`config.mk`:
```
export PLATFORM = sky130hd
export DESIGN_NAME = byte_ring_fifo_with_line_drain_core
export DESIGN_NICKNAME = d
export VERILOG_FILES = /design/src/brf_pkg.sv /design/src/byte_ring_fifo_with_line_drain_core.sv /design/src/brf_ram.sv /design/src/brf_front.sv /design/src/brf_back.sv
export SDC_FILE = /design/constraint.sdc
export NUM_CORES = 1
export LEC_CHECK = 0
export BUFFER_PORTS_ARGS = -buffer_cell sky130_fd_sc_hd__buf_2
export CAP_MARGIN = 20
export CORE_AREA = 2 2 200 202
export DETAILED_ROUTE_END_ITERATION = 7
export DIE_AREA = 0 0 202 204
export GPL_TIMING_DRIVEN = 0
export PLACE_DENSITY = 0.81
export SETUP_SLACK_MARGIN = 0.4
export SLEW_MARGIN = 20
export SYNTH_ARGS = -nofsm -noshare
export SYNTH_HDL_FRONTEND = slang
export SYNTH_SLANG_ARGS = --single-unit
```
`constraint.sdc`:
```
create_clock -name i_clk -period 4.35 [get_ports i_clk]
set_input_delay 0.87 -clock i_clk [delete_from_list [all_inputs] [get_ports i_clk]]
set_output_delay 0.87 -clock i_clk [all_outputs]
set_load 0.005 [all_outputs]
```
`src/brf_pkg.sv`:
```
package brf_pkg;

    localparam int DEPTH = 64;
    localparam int PTR_W = $clog2(DEPTH);
    localparam logic [7:0] NEWLINE = 8'd10;

    typedef enum logic [1:0] {
        K_PUSH  = 2'd0,
        K_POP   = 2'd1,
        K_LINE  = 2'd2,
        K_CLEAR = 2'd3
    } t_kind;

    typedef struct packed {
        t_kind      kind;
        logic [7:0] value;
    } t_cmd;

    function automatic logic [PTR_W-1:0] advance(input logic [PTR_W-1:0] p);
        logic [PTR_W-1:0] q;
        if (p == PTR_W'(DEPTH - 1)) begin
            q = '0;
        end else begin
            q = p + PTR_W'(1);
        end
        return q;
    endfunction

endpackage

```
`src/byte_ring_fifo_with_line_drain_core.sv`:
```
// byte ring fifo with line drain, 64 slots, holds up to 63 bytes
// request channel s_axis: tuser = action (0 push, 1 pop, 2 get line, 3 clear),
//   tdata = byte to push
// result channel m_axis: tdata = byte read (else zero), tlast = final result
//   of a request, tuser = ok, full, empty (flags as they stand after the result)
// a two-entry request queue feeds an execution engine that owns the pointers,
//   the byte ram and a single output register
// push, clear and failing pop or get line: the request passes the queue, then
//   the output register; one request per cycle while m_axis_tready stays high
// pop with data: the request passes the queue, the registered read of the byte
//   ram and the output register; no new request is taken until the read is done
// get line: a setup step for the first read, then one byte per cycle while
//   m_axis_tready stays high, until a newline or the fifo runs empty
// reset (synchronous, active low) empties the fifo and drops queued requests
// when m_axis_tready is low the output register holds its result, the engine
//   stalls, and s_axis_tready drops once the request queue is full
module byte_ring_fifo_with_line_drain_core (
    input  logic       i_clk,
    input  logic       i_rst_n,
    input  logic       s_axis_tvalid,
    output logic       s_axis_tready,
    input  logic [7:0] s_axis_tdata,  // value
    input  logic [1:0] s_axis_tuser,  // action
    output logic       m_axis_tvalid,
    input  logic       m_axis_tready,
    output logic [7:0] m_axis_tdata,  // data
    output logic       m_axis_tlast,
    output logic [2:0] m_axis_tuser   // ok, full_res, empty_res
);

    logic          w_cmd_valid;
    logic          w_cmd_ready;
    brf_pkg::t_cmd w_cmd;
    logic          w_ok;
    logic          w_full;
    logic          w_empty;

    brf_front u_front (
        .i_clk       (i_clk),
        .i_rst_n     (i_rst_n),
        .i_valid     (s_axis_tvalid),
        .o_ready     (s_axis_tready),
        .i_action    (s_axis_tuser),
        .i_value     (s_axis_tdata),
        .o_cmd_valid (w_cmd_valid),
        .i_cmd_ready (w_cmd_ready),
        .o_cmd       (w_cmd)
    );

    brf_back u_back (
        .i_clk       (i_clk),
        .i_rst_n     (i_rst_n),
        .i_cmd_valid (w_cmd_valid),
        .o_cmd_ready (w_cmd_ready),
        .i_cmd       (w_cmd),
        .o_valid     (m_axis_tvalid),
        .i_ready     (m_axis_tready),
        .o_data      (m_axis_tdata),
        .o_ok        (w_ok),
        .o_last      (m_axis_tlast),
        .o_full      (w_full),
        .o_empty     (w_empty)
    );

    assign m_axis_tuser = {w_empty, w_full, w_ok};

endmodule

```
`src/brf_ram.sv`:
```
module brf_ram #(
    parameter int WIDTH = 8,
    parameter int DEPTH = 64
) (
    input  logic                     i_clk,
    input  logic                     i_we,
    input  logic [$clog2(DEPTH)-1:0] i_waddr,
    input  logic [WIDTH-1:0]         i_wdata,
    input  logic                     i_re,
    input  logic [$clog2(DEPTH)-1:0] i_raddr,
    output logic [WIDTH-1:0]         o_rdata
);

    logic [WIDTH-1:0] r_mem [DEPTH];
    logic [WIDTH-1:0] r_rdata;

    always_ff @(posedge i_clk) begin
        if (i_we) begin
            r_mem[i_waddr] <= i_wdata;
        end
        if (i_re) begin
            r_rdata <= r_mem[i_raddr];
        end
    end

    assign o_rdata = r_rdata;

endmodule

```
`src/brf_front.sv`:
```
module brf_front (
    input  logic            i_clk,
    input  logic            i_rst_n,
    input  logic            i_valid,
    output logic            o_ready,
    input  logic [1:0]      i_action,
    input  logic [7:0]      i_value,
    output logic            o_cmd_valid,
    input  logic            i_cmd_ready,
    output brf_pkg::t_cmd   o_cmd
);

    brf_pkg::t_cmd r_q [2];
    logic          r_wp;
    logic          r_rp;
    logic [1:0]    r_cnt;
    logic          w_push;
    logic          w_pop;
    brf_pkg::t_cmd w_cmd;

    // classify the request
    always_comb begin
        w_cmd.kind  = brf_pkg::t_kind'(i_action);
        w_cmd.value = i_value;
    end

    assign o_ready     = (r_cnt != 2'd2);
    assign o_cmd_valid = (r_cnt != 2'd0);
    assign o_cmd       = r_q[r_rp];
    assign w_push      = i_valid && o_ready;
    assign w_pop       = o_cmd_valid && i_cmd_ready;

    always_ff @(posedge i_clk) begin
        if (!i_rst_n) begin
            r_wp  <= 1'b0;
            r_rp  <= 1'b0;
            r_cnt <= 2'd0;
        end else begin
            if (w_push) begin
                r_wp <= ~r_wp;
            end
            if (w_pop) begin
                r_rp <= ~r_rp;
            end
            r_cnt <= r_cnt + {1'b0, w_push} - {1'b0, w_pop};
        end
        if (w_push) begin
            r_q[r_wp] <= w_cmd;
        end
    end

endmodule

```
`src/brf_back.sv`:
```
module brf_back (
    input  logic            i_clk,
    input  logic            i_rst_n,
    input  logic            i_cmd_valid,
    output logic            o_cmd_ready,
    input  brf_pkg::t_cmd   i_cmd,
    output logic            o_valid,
    input  logic            i_ready,
    output logic [7:0]      o_data,
    output logic            o_ok,
    output logic            o_last,
    output logic            o_full,
    output logic            o_empty
);

    typedef enum logic {
        ST_IDLE,
        ST_READ
    } t_state;

    t_state                    r_state, n_state;
    logic [brf_pkg::PTR_W-1:0] r_rd, n_rd;
    logic [brf_pkg::PTR_W-1:0] r_wr, n_wr;
    logic                      r_line, n_line;
    logic                      r_out_valid, n_out_valid;
    logic [7:0]                r_data, n_data;
    logic                      r_ok, n_ok;
    logic                      r_last, n_last;
    logic                      r_full, n_full;
    logic                      r_empty, n_empty;

    logic                      w_out_free;
    logic                      w_we;
    logic                      w_re;
    logic [7:0]                w_rdata;
    logic                      w_is_empty;
    logic                      w_is_full;

    brf_ram #(
        .WIDTH (8),
        .DEPTH (brf_pkg::DEPTH)
    ) u_ram (
        .i_clk   (i_clk),
        .i_we    (w_we),
        .i_waddr (r_wr),
        .i_wdata (i_cmd.value),
        .i_re    (w_re),
        .i_raddr (r_rd),
        .o_rdata (w_rdata)
    );

    assign w_out_free = !r_out_valid || i_ready;
    assign w_is_empty = (r_rd == r_wr);
    assign w_is_full  = (brf_pkg::advance(r_wr) == r_rd);

    always_comb begin
        n_state     = r_state;
        n_rd        = r_rd;
        n_wr        = r_wr;
        n_line      = r_line;
        n_out_valid = r_out_valid && !i_ready;
        n_data      = r_data;
        n_ok        = r_ok;
        n_last      = r_last;
        n_full      = r_full;
        n_empty     = r_empty;
        o_cmd_ready = 1'b0;
        w_we        = 1'b0;
        w_re        = 1'b0;
        case (r_state)
            ST_IDLE: begin
                if (i_cmd_valid && w_out_free) begin
                    o_cmd_ready = 1'b1;
                    n_data      = 8'd0;
                    n_last      = 1'b1;
                    n_ok        = 1'b0;
                    case (i_cmd.kind)
                        brf_pkg::K_PUSH: begin
                            n_out_valid = 1'b1;
                            if (!w_is_full) begin
                                w_we = 1'b1;
                                n_wr = brf_pkg::advance(r_wr);
                                n_ok = 1'b1;
                            end
                        end
                        brf_pkg::K_POP, brf_pkg::K_LINE: begin
                            if (w_is_empty) begin
                                n_out_valid = 1'b1;
                            end else begin
                                w_re    = 1'b1;
                                n_rd    = brf_pkg::advance(r_rd);
                                n_line  = (i_cmd.kind == brf_pkg::K_LINE);
                                n_state = ST_READ;
                            end
                        end
                        brf_pkg::K_CLEAR: begin
                            n_out_valid = 1'b1;
                            n_rd        = '0;
                            n_wr        = '0;
                        end
                        default: begin
                            n_out_valid = 1'b1;
                        end
                    endcase
                    n_full  = (brf_pkg::advance(n_wr) == n_rd);
                    n_empty = (n_rd == n_wr);
                end
            end
            ST_READ: begin
                if (w_out_free) begin
                    n_out_valid = 1'b1;
                    n_data      = w_rdata;
                    n_ok        = 1'b1;
                    n_last      = !r_line || (w_rdata == brf_pkg::NEWLINE) || w_is_empty;
                    n_full      = w_is_full;
                    n_empty     = w_is_empty;
                    if (n_last) begin
                        n_state = ST_IDLE;
                    end else begin
                        // next byte of the line
                        w_re = 1'b1;
                        n_rd = brf_pkg::advance(r_rd);
                    end
                end
            end
            default: begin
                n_state = ST_IDLE;
            end
        endcase
    end

    always_ff @(posedge i_clk) begin
        if (!i_rst_n) begin
            r_state     <= ST_IDLE;
            r_rd        <= '0;
            r_wr        <= '0;
            r_line      <= 1'b0;
            r_out_valid <= 1'b0;
        end else begin
            r_state     <= n_state;
            r_rd        <= n_rd;
            r_wr        <= n_wr;
            r_line      <= n_line;
            r_out_valid <= n_out_valid;
        end
        r_data  <= n_data;
        r_ok    <= n_ok;
        r_last  <= n_last;
        r_full  <= n_full;
        r_empty <= n_empty;
    end

    assign o_valid = r_out_valid;
    assign o_data  = r_data;
    assign o_ok    = r_ok;
    assign o_last  = r_last;
    assign o_full  = r_full;
    assign o_empty = r_empty;

endmodule

```
==> flow_summary.json, run 1 <==
{
  "fin_area_um2": 25850,
  "vias": 11910,
  "status": "complete, no violations",
  "r2r_cells": 16,
  "crit_top_cell": "a31oi_2",
  "grt_pass1_vias": 11970,
  "maxSlewViolCount": 0,
  "rsz0062_at_grt": "false",
  "cp-start-kind": "flip-flop",
  "clock.fmax_ghz": 0.2622,
  "die_area_um2": 41210,
  "synth-main-ff-cell": "edfxtp_1",
  "initial_core_util_pct": 59.18,
  "rows": 73,
  "vias_per_cell": 6.566,
  "drt-total-wl_mm": 51.47,
  "worstPathRequired_ns": 4.78,
  "insertion_delay_ns": 0.61,
  "hp-class": "input port to flip-flop",
  "io_pins": 28,
  "maxSlewHeadroom_pct": 34.20,
  "syn_avg_cell_area_um2": 20.09,
  "synth_largest_area_cell": "edfxtp_1",
  "clock_skew_ns": 0.02017,
  "synth_edf_count": 552,
  "antennaDiodeCount": 0,
  "io_buffers": 27,
  "grt_overflow": 0,
  "min_period_ns": 3.813,
  "dpl_cell_area_um2": 24010,
  "cp_slowest_cell": "ha_1",
  "worst_pin_slew_ns": 0.9833,
  "end_kind": "flip-flop",
  "cts_buffer_depth": 3,
  "chipWidth_um": 202,
  "cts_buffers": 54,
  "period_share_pct": 87.67,
  "synth_cell_types": 71,
  "synthesis.nets": 1175,
  "syn-cell-area_um2": 23190,
  "layout.area.seq_um2": 16980,
  "clk_pin_slew_worst_paths_ns": 0.06,
  "combinationalPowerShare_pct": 28.4,
  "place_hpwl_mm": 31.71,
  "multi_input_area_um2": 5963,
  "area_delta_synth_final_pct": 11.49,
  "drcViolationCount": 0,
  "cap_violations": 0,
  "core_um2": 39180,
  "power_leakage_nw": 7.931,
  "netlist_instances": 1154,
  "synth_top_cell_area_share_pct": 71.49,
  "nets": 1266,
  "tns_ns": 0,
  "async_flop_share_pct": 0,
  "clock-root-buffer": "clkbuf_16",
  "yosysSeqAreaShare_pct": 73.21,
  "grtUsageTotal_pct": 25.82,
  "first_pass_iters": 7,
  "switching_share_pct": 30.18,
  "grt_first_pass_wirelength_mm": 77.21,
  "power_density_nw_per_um2": 612.0,
  "crit_arrival_ns": 4.24,
  "ant_nets": 0,
  "ys_warn_count": 0,
  "place.gp.congestion": 0.8749,
  "setup_viol": 0,
  "hold_violations": 0,
  "antenna_found_initial": 0,
  "cts-hold-fix-buffers": 0,
  "synthTopCellsByArea": "edfxtp_1 (71%), mux4_2 (16%), dfxtp_1 (1.7%), nor2_1 (1.5%), clkbuf_1 (0.58%)",
  "htree_levels": 2,
  "grt_max_degree": 65,
  "n_fill_cell": 2441,
  "worst-path-stages": 16,
  "die_h_um": 204,
  "synth_seq_cells": 572,
  "ir_worst_vdd_uv": 371.0,
  "cp_max_fo": 7,
  "cts_sinks": 572,
  "dr.first_iter.drc_count": 1402,
  "hold_path_depth": 1,
  "p_int_mw": 11.05,
  "slowest_delay_ns": 0.39,
  "path_delay_family": "compound AO/OA/AOI/OAI gates",
  "power.share.sequential_pct": 43.1,
  "critPathBufInv": 1,
  "final_layout_size_suffix_gt1_share_pct": 26.30,
  "p_clk_share_pct": 28.6,
  "cts_tree": "done",
  "net-switching-power_mw": 4.774,
  "crit_type": "flip-flop to flip-flop",
  "hold_ws_ns": 0.4589,
  "path_cells": "ha_1, xnor2_1, o221ai_1, a31oi_2, o2111a_2, a21oi_1, a31oi_2, inv_1, ha_4, and3_1, a31oi_2, o211ai_4, a32oi_1, mux2i_1, xnor2_1, o31ai_1",
  "routedWlPerCell_um": 28.37
}
[path summary, 6_finish.rpt]
| kind | to | slack [ns] | from |
|---|---|---|---|
| hold / removal | u_front.r_q[1][2]$_DFFE_PP_ | 0.46 | s_axis_tdata[2] |
| setup reg to reg | u_back.o_full$_DFFE_PP_ | 0.54 | u_back.r_wr[0]$_SDFFE_PN0P_ |
| hold reg to reg | u_back.r_line$_SDFFE_PN0P_ | 0.51 | u_back.r_line$_SDFFE_PN0P_ |
| setup / recovery | u_back.o_full$_DFFE_PP_ | 0.54 | u_back.r_wr[0]$_SDFFE_PN0P_ |
[final cells by class]
type | count | share of cell area, %
Clock buffer | 66 | 5.522
Timing Repair Buffer | 35 | 0.7453
Multi-Input combinational cell | 500 | 23.07
Clock inverter | 34 | 1.036
Tap cell | 525 | 2.541
Buffer | 67 | 1.195
Inverter | 15 | 0.2178
Sequential cell | 572 | 65.68
[synthesized netlist by cell type (8+ instances only)]
cell type	instances
edfxtp_1	552
mux4_2	168
nor2_1	93
clkbuf_1	36
nand2_1	35
dfxtp_1	20
buf_1	18
a21oi_1	17
and2_1	13
inv_1	13
o21ai_0	12
xnor2_1	11
nand3_1	10
mux2_2	9
mux2i_1	8
[power by group through the flow]
stage	Combinational (mW)	Sequential (mW)	Clock, mW
floorplan	2.99	6.90	0
global placement	4.11	6.92	0
detailed placement	4.24	6.93	0
CTS	4.30	6.81	4.58
global route	4.79	6.82	4.78
finish	4.49	6.81	4.52
[stage by stage]
stage	std cells	util (%)	setup WS [ns]	power (mW)
after global routing	1814	65.98	0.3438	16.39
after global placement	1706	61.20	0.1197	11.03
after detailed placement	1707	61.27	-0.07799	11.17
final	1814	65.98	0.5366	15.82
after floorplan	1154	-	0.7808	9.885
after CTS	1807	65.61	0.4110	15.69
[what timing repair did]
item                       in CTS  in global routing
pin swaps                       0                  2
gates resized for setup         4                 17
buffers inserted                0                  7
cloned                          0                  0
setup endpoints to repair     350                249
hold endpoints to repair        0                  0
[sequential cells by signal, summed over array words and instances, names as in the netlist, named ones only]
name                  cells
u_front.r_wp              1
u_back.o_valid            1
u_front.r_q              20
u_back.u_ram.r_mem      512
u_back.o_empty            1
u_front.r_rp              1
u_back.r_wr               6
u_back.o_ok               1
u_back.r_state            1
u_back.r_rd               6
u_back.r_line             1
u_back.o_last             1
u_back.u_ram.o_rdata      8
u_back.o_data             8
u_back.o_full             1
u_front.r_cnt             2
[per-layer routing]
metal,GRT usage (%),part of all wire (%),up-vias,wire [um]
met2,43.04,51,708,26070
li1,-,-,4943,-
met5,0,0,-,0
met4,9.428,3.8,0,1938
met1,34.61,36,6152,18780
met3,4.895,9.1,107,4683
[layout by cell type (no fill, tap or decap), types with 4 or more instances in the layout]
master       n
a21oi_1     16
inv_1       13
ha_1         6
mux4_2     168
buf_4       12
o221ai_1     4
o21ai_0     12
a22oi_1      5
nor2b_1      7
clkbuf_1    40
edfxtp_1   552
xor2_1       7
a211oi_1     7
nor3_1       6
and3_1       6
mux2i_1      8
nand3_1     10
buf_1       18
and2_1      13
clkinv_2    15
nand4_1      4
nand2_1     35
buf_2       33
clkinv_1    10
mux2_4       8
xnor2_1     11
dfxtp_1     18
o211ai_1     5
clkbuf_16   55
nor2_1      93
clkbuf_2     5
nand2b_1     5
[logic make-up after synthesis]
family | Yosys count | share of synthesized area [%]
XOR/XNOR | 19 | 0.7986
multiplexers | 185 | 17.10
AO/OA/AOI/OAI | 89 | 2.903
buffers and inverters | 82 | 1.532
AND/OR/NAND/NOR | 200 | 4.074
flip-flops | 572 | 73.21
adder cells (fa/ha/maj) | 7 | 0.3777
Power figures use the tool's default switching activity.
==> run 2: changes to the inputs <==
CORE_AREA = 2 2 238 170   (was 2 2 200 202)
DIE_AREA = 0 0 240 172   (was 0 0 202 204)
==> run 2 against run 1 <==
  * Sequential share of layout area up 0.30 points
  * Worst setup slack worse by 0.25 ns
  * Clock skew is 0.0043 ns higher
  * Register-to-register slack worse by 0.25 ns
  * Hold slack better by 0.032 ns
  * Sequential power about the same
  * Utilization is 0.12 points lower
  * First-iteration DRC count is 26% higher
  * Global-route usage increased by 1.3 points
==> flow_summary.json, run 2 (synthesis results as in run 1) <==
{
  "ir_worst_vdd_uv": 587.1,
  "final_common_cell": "edfxtp_1",
  "antenna_found_initial": 2,
  "largest-register": "u_back.u_ram.r_mem",
  "nets": 1258,
  "power_mw": 15.64,
  "cts_buffers": 49,
  "ant_nets": 0,
  "hp-class": "input port to flip-flop",
  "worst_slack_ns": 0.2829,
  "clock_skew_ns": 0.02443,
  "htree_levels": 2,
  "crit_type": "flip-flop to flip-flop",
  "die_area_um2": 41280,
  "power_density_nw_per_um2": 607.8,
  "io_buffers": 27,
  "io_pins": 28,
  "core_um2": 39080,
  "cts_buffer_depth": 3,
  "end_kind": "flip-flop",
  "die_h_um": 172,
  "cp_max_fo": 10,
  "drt-total-wl_mm": 54.23,
  "clk_pin_slew_worst_paths_ns": 0.07,
  "setup_viol": 0,
  "place.gp.congestion": 0.9195,
  "insertion_delay_ns": 0.57,
  "first_pass_iters": 5,
  "grt_max_degree": 65,
  "fin_area_um2": 25730,
  "grt_overflow": 0,
  "rows": 61,
  "final_layout_size_suffix_gt1_share_pct": 27.84,
  "tns_ns": 0,
  "initial_core_util_pct": 59.34,
  "grtUsageTotal_pct": 27.10,
  "clock.fmax_ghz": 0.2459,
  "reg_top3": "u_back.u_ram.r_mem (512), u_front.r_q (20)",
  "maxSlewViolCount": 0,
  "cts_tree": "done",
  "vias": 12050,
  "status": "complete, no violations",
  "n_fill_cell": 2463,
  "grt_first_pass_wirelength_mm": 79.49,
  "cts-hold-fix-buffers": 0,
  "drcViolationCount": 0,
  "min_period_ns": 4.067,
  "dpl_cell_area_um2": 24050,
  "pre_cts_slack_ns": -0.2397,
  "chipWidth_um": 240,
  "cts_sinks": 572,
  "largest_reg_flops": 512,
  "dr.first_iter.drc_count": 1769,
  "hold_violations": 0,
  "grt_pass1_vias": 11930,
  "cp-start-kind": "flip-flop",
  "clock-root-buffer": "clkbuf_16",
  "crit_arrival_ns": 4.26,
  "finish.utilization_pct": 65.85,
  "layout_common_cells": "edfxtp_1 (552), mux4_2 (168), nor2_1 (59)",
  "worstPathRequired_ns": 4.55,
  "hold_ws_ns": 0.4914,
  "final_cells": 1804,
  "place_hpwl_mm": 33.35,
  "cap_violations": 0,
  "worst_pin_slew_ns": 1.018,
  "power_leakage_nw": 7.815,
  "rsz0062_at_grt": "true",
  "vias_per_cell": 6.679,
  "place_inst": 1718,
  "maxSlewHeadroom_pct": 32.13,
  "period_share_pct": 93.50,
  "area_delta_synth_final_pct": 10.98,
  "routedWlPerCell_um": 30.06
}
==> run 2: cell types whose count changed in the layout (fill, tap and decap cells not counted), sizes merged <==
cell | previous run | this run
clkinvlp | 3 | 0
inv | 18 | 15
clkinv | 25 | 15
clkbuf | 102 | 103
buf | 66 | 59
diode | 0 | 1
clkdlybuf4s15 | 0 | 1
==> run 2: worst max-delay path: stages, from the launching register on <==
cell     delay [ns]
dfxtp_1        0.50
nand3_4        0.23
o21ai_4        0.26
mux2i_1        0.28
or2_0          0.17
buf_6          0.14
o21ai_4        0.09
nor3_1         0.36
nand3_1        0.73
nor2_1         0.92
==> run 2: area by class of cell <==
cell class / count / area, um2 / share of cell area (%)
Sequential cell: 572 / 16980 / 65.97
Buffer: 67 / 317.8 / 1.235
Clock buffer: 64 / 1325 / 5.149
Timing Repair Buffer: 32 / 182.7 / 0.7099
Antenna cell: 1 / 2.502 / 0.009724
Tap cell: 535 / 669.4 / 2.601
Inverter: 15 / 56.30 / 0.2188
Clock inverter: 18 / 167.7 / 0.6515
Multi-Input combinational cell: 500 / 6035 / 23.45
==> run 2: where the power goes <==
part | total, mW | internal [mW] | leakage [nW] | switching, mW
logic | 4.61 | 1.80 | 1.94 | 2.81
clock network | 4.20 | 2.32 | 0.730 | 1.89
registers | 6.83 | 6.72 | 5.14 | 0.107
total | 15.6 | 10.8 | 7.81 | 4.81
==> run 2: final timing paths <==
kind                                              to                   startpoint  slack (ns)  cells past startpoint
setup reg to reg  u_back.u_ram.r_mem[6][2]$_DFFE_PP_  u_back.r_wr[4]$_SDFFE_PN0P_        0.28                      9
setup / recovery  u_back.u_ram.r_mem[6][2]$_DFFE_PP_  u_back.r_wr[4]$_SDFFE_PN0P_        0.28                      9
hold / removal           u_front.r_q[0][4]$_DFFE_PP_              s_axis_tdata[4]        0.49                      1
hold reg to reg           u_back.r_line$_SDFFE_PN0P_   u_back.r_line$_SDFFE_PN0P_        0.52                      2
==> run 2: metal layers <==
layer	up-vias	global-route usage [%]	share of wire, %	routed length (um)
met3	94	7.200	12	6665
met4	2	6.346	2.2	1177
met2	786	40.53	46	25010
met5	-	0	0.024	13
li1	4906	-	-	-
met1	6261	40.66	39	21360
==> run 2: what timing repair did <==
item / CTS / global route
pin swaps: 0 / 3
setup endpoints to repair: 512 / 504
gates resized for setup: 34 / 24
setup buffers: 0 / 3
hold endpoints to repair: 0 / 0
==> run 3: changes to the inputs <==
CORE_AREA = 4 4 240 172   (was 2 2 238 170)
DIE_AREA = 0 0 244 176   (was 0 0 240 172)
RECOVER_POWER = 100   (was not set)
==> run 3 against run 2 <==
  * The flow now finishes with violations (max-capacitance violations, max-slew violations)
  * Maximum frequency rose by 2.0%
  * Critical path depth rose by 7
  * Register-to-register slack improved by 0.08 ns
  * Total power rose by 0.51%
  * Cell area fell by 0.12%
  * Clock-buffer cell count did not move
  * Global-route usage fell by 1.7 points
  * Largest cell class unchanged
  * Highest routed layer unchanged
==> flow_summary.json, run 3 (synthesis results as in run 1) <==
{
  "tns_ns": 0,
  "clock_skew_ns": 0.02106,
  "power_leakage_nw": 7.795,
  "chipWidth_um": 244,
  "ir_worst_vdd_uv": 546.4,
  "p_clk_share_pct": 27.6,
  "pre_cts_slack_ns": -0.2450,
  "power_density_nw_per_um2": 611.6,
  "crit_top_cell": "mux2i_1",
  "r2r_cells": 16,
  "final_common_cell": "edfxtp_1",
  "multi_input_area_um2": 5936,
  "rows": 61,
  "core_um2": 39080,
  "clk_pin_slew_worst_paths_ns": 0.07,
  "n_fill_cell": 2473,
  "largest_reg_flops": 512,
  "nets": 1261,
  "switching_share_pct": 30.46,
  "place.gp.congestion": 0.9083,
  "routedWlPerCell_um": 29.48,
  "cts_buffer_depth": 3,
  "antenna_found_initial": 1,
  "cp_max_fo": 10,
  "largest-register": "u_back.u_ram.r_mem",
  "place_hpwl_mm": 33.09,
  "reg2reg_setup_slack_ns": 0.36,
  "worst_pin_slew_ns": 2.401,
  "grt_overflow": 0,
  "final_layout_size_suffix_gt1_share_pct": 24.73,
  "path_cells": "clkbuf_4, mux2i_1, ha_1, clkbuf_2, clkbuf_1, a21oi_1, a31oi_2, inv_1, ha_4, and3_1, a31oi_1, o211ai_4, a32oi_1, mux2i_1, xnor2_1, o31ai_1",
  "reg_top3": "u_back.u_ram.r_mem (512), u_front.r_q (20)",
  "htree_levels": 2,
  "slowest_delay_ns": 0.44,
  "die_area_um2": 42940,
  "p_int_mw": 10.93,
  "die_h_um": 176,
  "net-switching-power_mw": 4.788,
  "end_kind": "flip-flop",
  "power.share.sequential_pct": 43.8,
  "drcViolationCount": 0,
  "grt_pass1_vias": 12010,
  "crit_end": "u_back.o_full$_DFFE_PP_",
  "cts_buffers": 50,
  "grtUsageTotal_pct": 25.41,
  "first_pass_iters": 5,
  "worstPathRequired_ns": 4.74,
  "min_period_ns": 3.986,
  "maxSlewHeadroom_pct": -60.05,
  "io_buffers": 27,
  "critPathBufInv": 4,
  "ant_nets": 0,
  "cp_slowest_cell": "clkbuf_1",
  "rsz0062_at_grt": "true",
  "initial_core_util_pct": 59.34,
  "hp-class": "input port to flip-flop",
  "cp-start-kind": "flip-flop",
  "cap_violations": 8,
  "path_delay_family": "compound AO/OA/AOI/OAI gates",
  "io_pins": 28,
  "worst-path-stages": 16,
  "period_share_pct": 91.64,
  "vias": 12030,
  "combinationalPowerShare_pct": 28.7,
  "insertion_delay_ns": 0.58,
  "clock-root-buffer": "clkbuf_16",
  "layout.area.seq_um2": 16980,
  "status": "complete, but fails checks",
  "layout_common_cells": "edfxtp_1 (552), mux4_2 (168), nor2_1 (86)",
  "hold_violations": 0,
  "setup_viol": 0,
  "grt_max_degree": 65,
  "cts_sinks": 572,
  "antennaDiodeCount": 0,
  "clock.fmax_ghz": 0.2509,
  "dr.first_iter.drc_count": 1610,
  "cts_tree": "done",
  "crit_arrival_ns": 4.38,
  "drt-total-wl_mm": 53.44,
  "area_delta_synth_final_pct": 10.85,
  "maxSlewViolCount": 520,
  "violations": "max-capacitance violations, max-slew violations",
  "crit_type": "flip-flop to flip-flop",
  "worst_slack_ns": 0.3637,
  "grt_first_pass_wirelength_mm": 80.34,
  "vias_per_cell": 6.633,
  "worst_r2r_endpoint": "u_back.o_full$_DFFE_PP_"
}
## run 3: changes by cell type in the layout (fill, tap and decap cells not counted), moves of 3 or more
cell / before / now
and2_0: 0 / 10
and2_1: 13 / 3
buf_2: 32 / 21
clkbuf_1: 44 / 52
clkbuf_2: 7 / 10
clkbuf_4: 1 / 5
clkinv_1: 8 / 12
clkinv_2: 5 / 8
mux2_1: 0 / 8
mux2_4: 7 / 0
nor2_1: 59 / 86
nor2_2: 35 / 8
## run 3: power by group through the flow
stage	registers, mW	clock network (mW)	logic [mW]
final	6.88	4.34	4.50
after global routing	6.90	4.61	4.81
after CTS	6.83	4.37	4.36
after detailed placement	6.94	0	4.30
after global placement	6.93	0	4.17
after floorplan	6.90	0	2.99
## run 3: timing repair
item,CTS,global route
pin swaps,0,4
setup endpoints to repair,506,513
hold buffers,0,0
setup buffers,0,6
resized for setup,7,79
## run 3: per-layer routing
| layer | track usage, % | wire [um] | vias to the layer above |
|---|---|---|---|
| met5 | 0 | 10 | - |
| met4 | 5.066 | 1110 | 2 |
| met3 | 6.999 | 7002 | 107 |
| met2 | 38.07 | 24580 | 813 |
| met1 | 38.77 | 20740 | 6174 |
| li1 | - | - | 4930 |
## run 3: area by class of cell
class | count | area share (%)
Inverter | 15 | 0.2191
Buffer | 67 | 1.227
Multi-Input combinational cell | 500 | 23.09
Clock inverter | 26 | 0.7984
Clock buffer | 64 | 5.321
Tap cell | 535 | 2.604
Sequential cell | 572 | 66.06
Timing Repair Buffer | 34 | 0.6767
## run 3: how the worst min path moves through the flow
stage / start / slack, ns / end / cells after the start
after global routing: s_axis_tdata[7] / 0.47 / u_front.r_q[0][7]$_DFFE_PP_ / 1
after CTS: s_axis_tdata[3] / 0.46 / u_front.r_q[1][3]$_DFFE_PP_ / 1
after global placement: u_back.r_line$_SDFFE_PN0P_ / 0.49 / u_back.r_line$_SDFFE_PN0P_ / 2
after detailed placement: u_back.r_line$_SDFFE_PN0P_ / 0.49 / u_back.r_line$_SDFFE_PN0P_ / 2
final: s_axis_tdata[5] / 0.48 / u_front.r_q[1][5]$_DFFE_PP_ / 1
after floorplan: u_back.r_line$_SDFFE_PN0P_ / 0.46 / u_back.r_line$_SDFFE_PN0P_ / 2
## run 3: metrics by stage
step | power, mW | instances | hold WS, ns | util [%] | area [um2]
2_1_floorplan | 9.885 | 1154 | 0.4630 | - | 23190
3_3_place_gp | 11.10 | 1716 | 0.4914 | 61.40 | 23990
3_5_place_dp | 11.24 | 1717 | 0.4931 | 61.47 | 24020
4_1_cts | 15.56 | 1807 | 0.4626 | 65.55 | 25610
5_1_grt | 16.32 | 1813 | 0.4655 | 65.77 | 25700
6_report | 15.72 | 1813 | 0.4790 | 65.77 | 25700
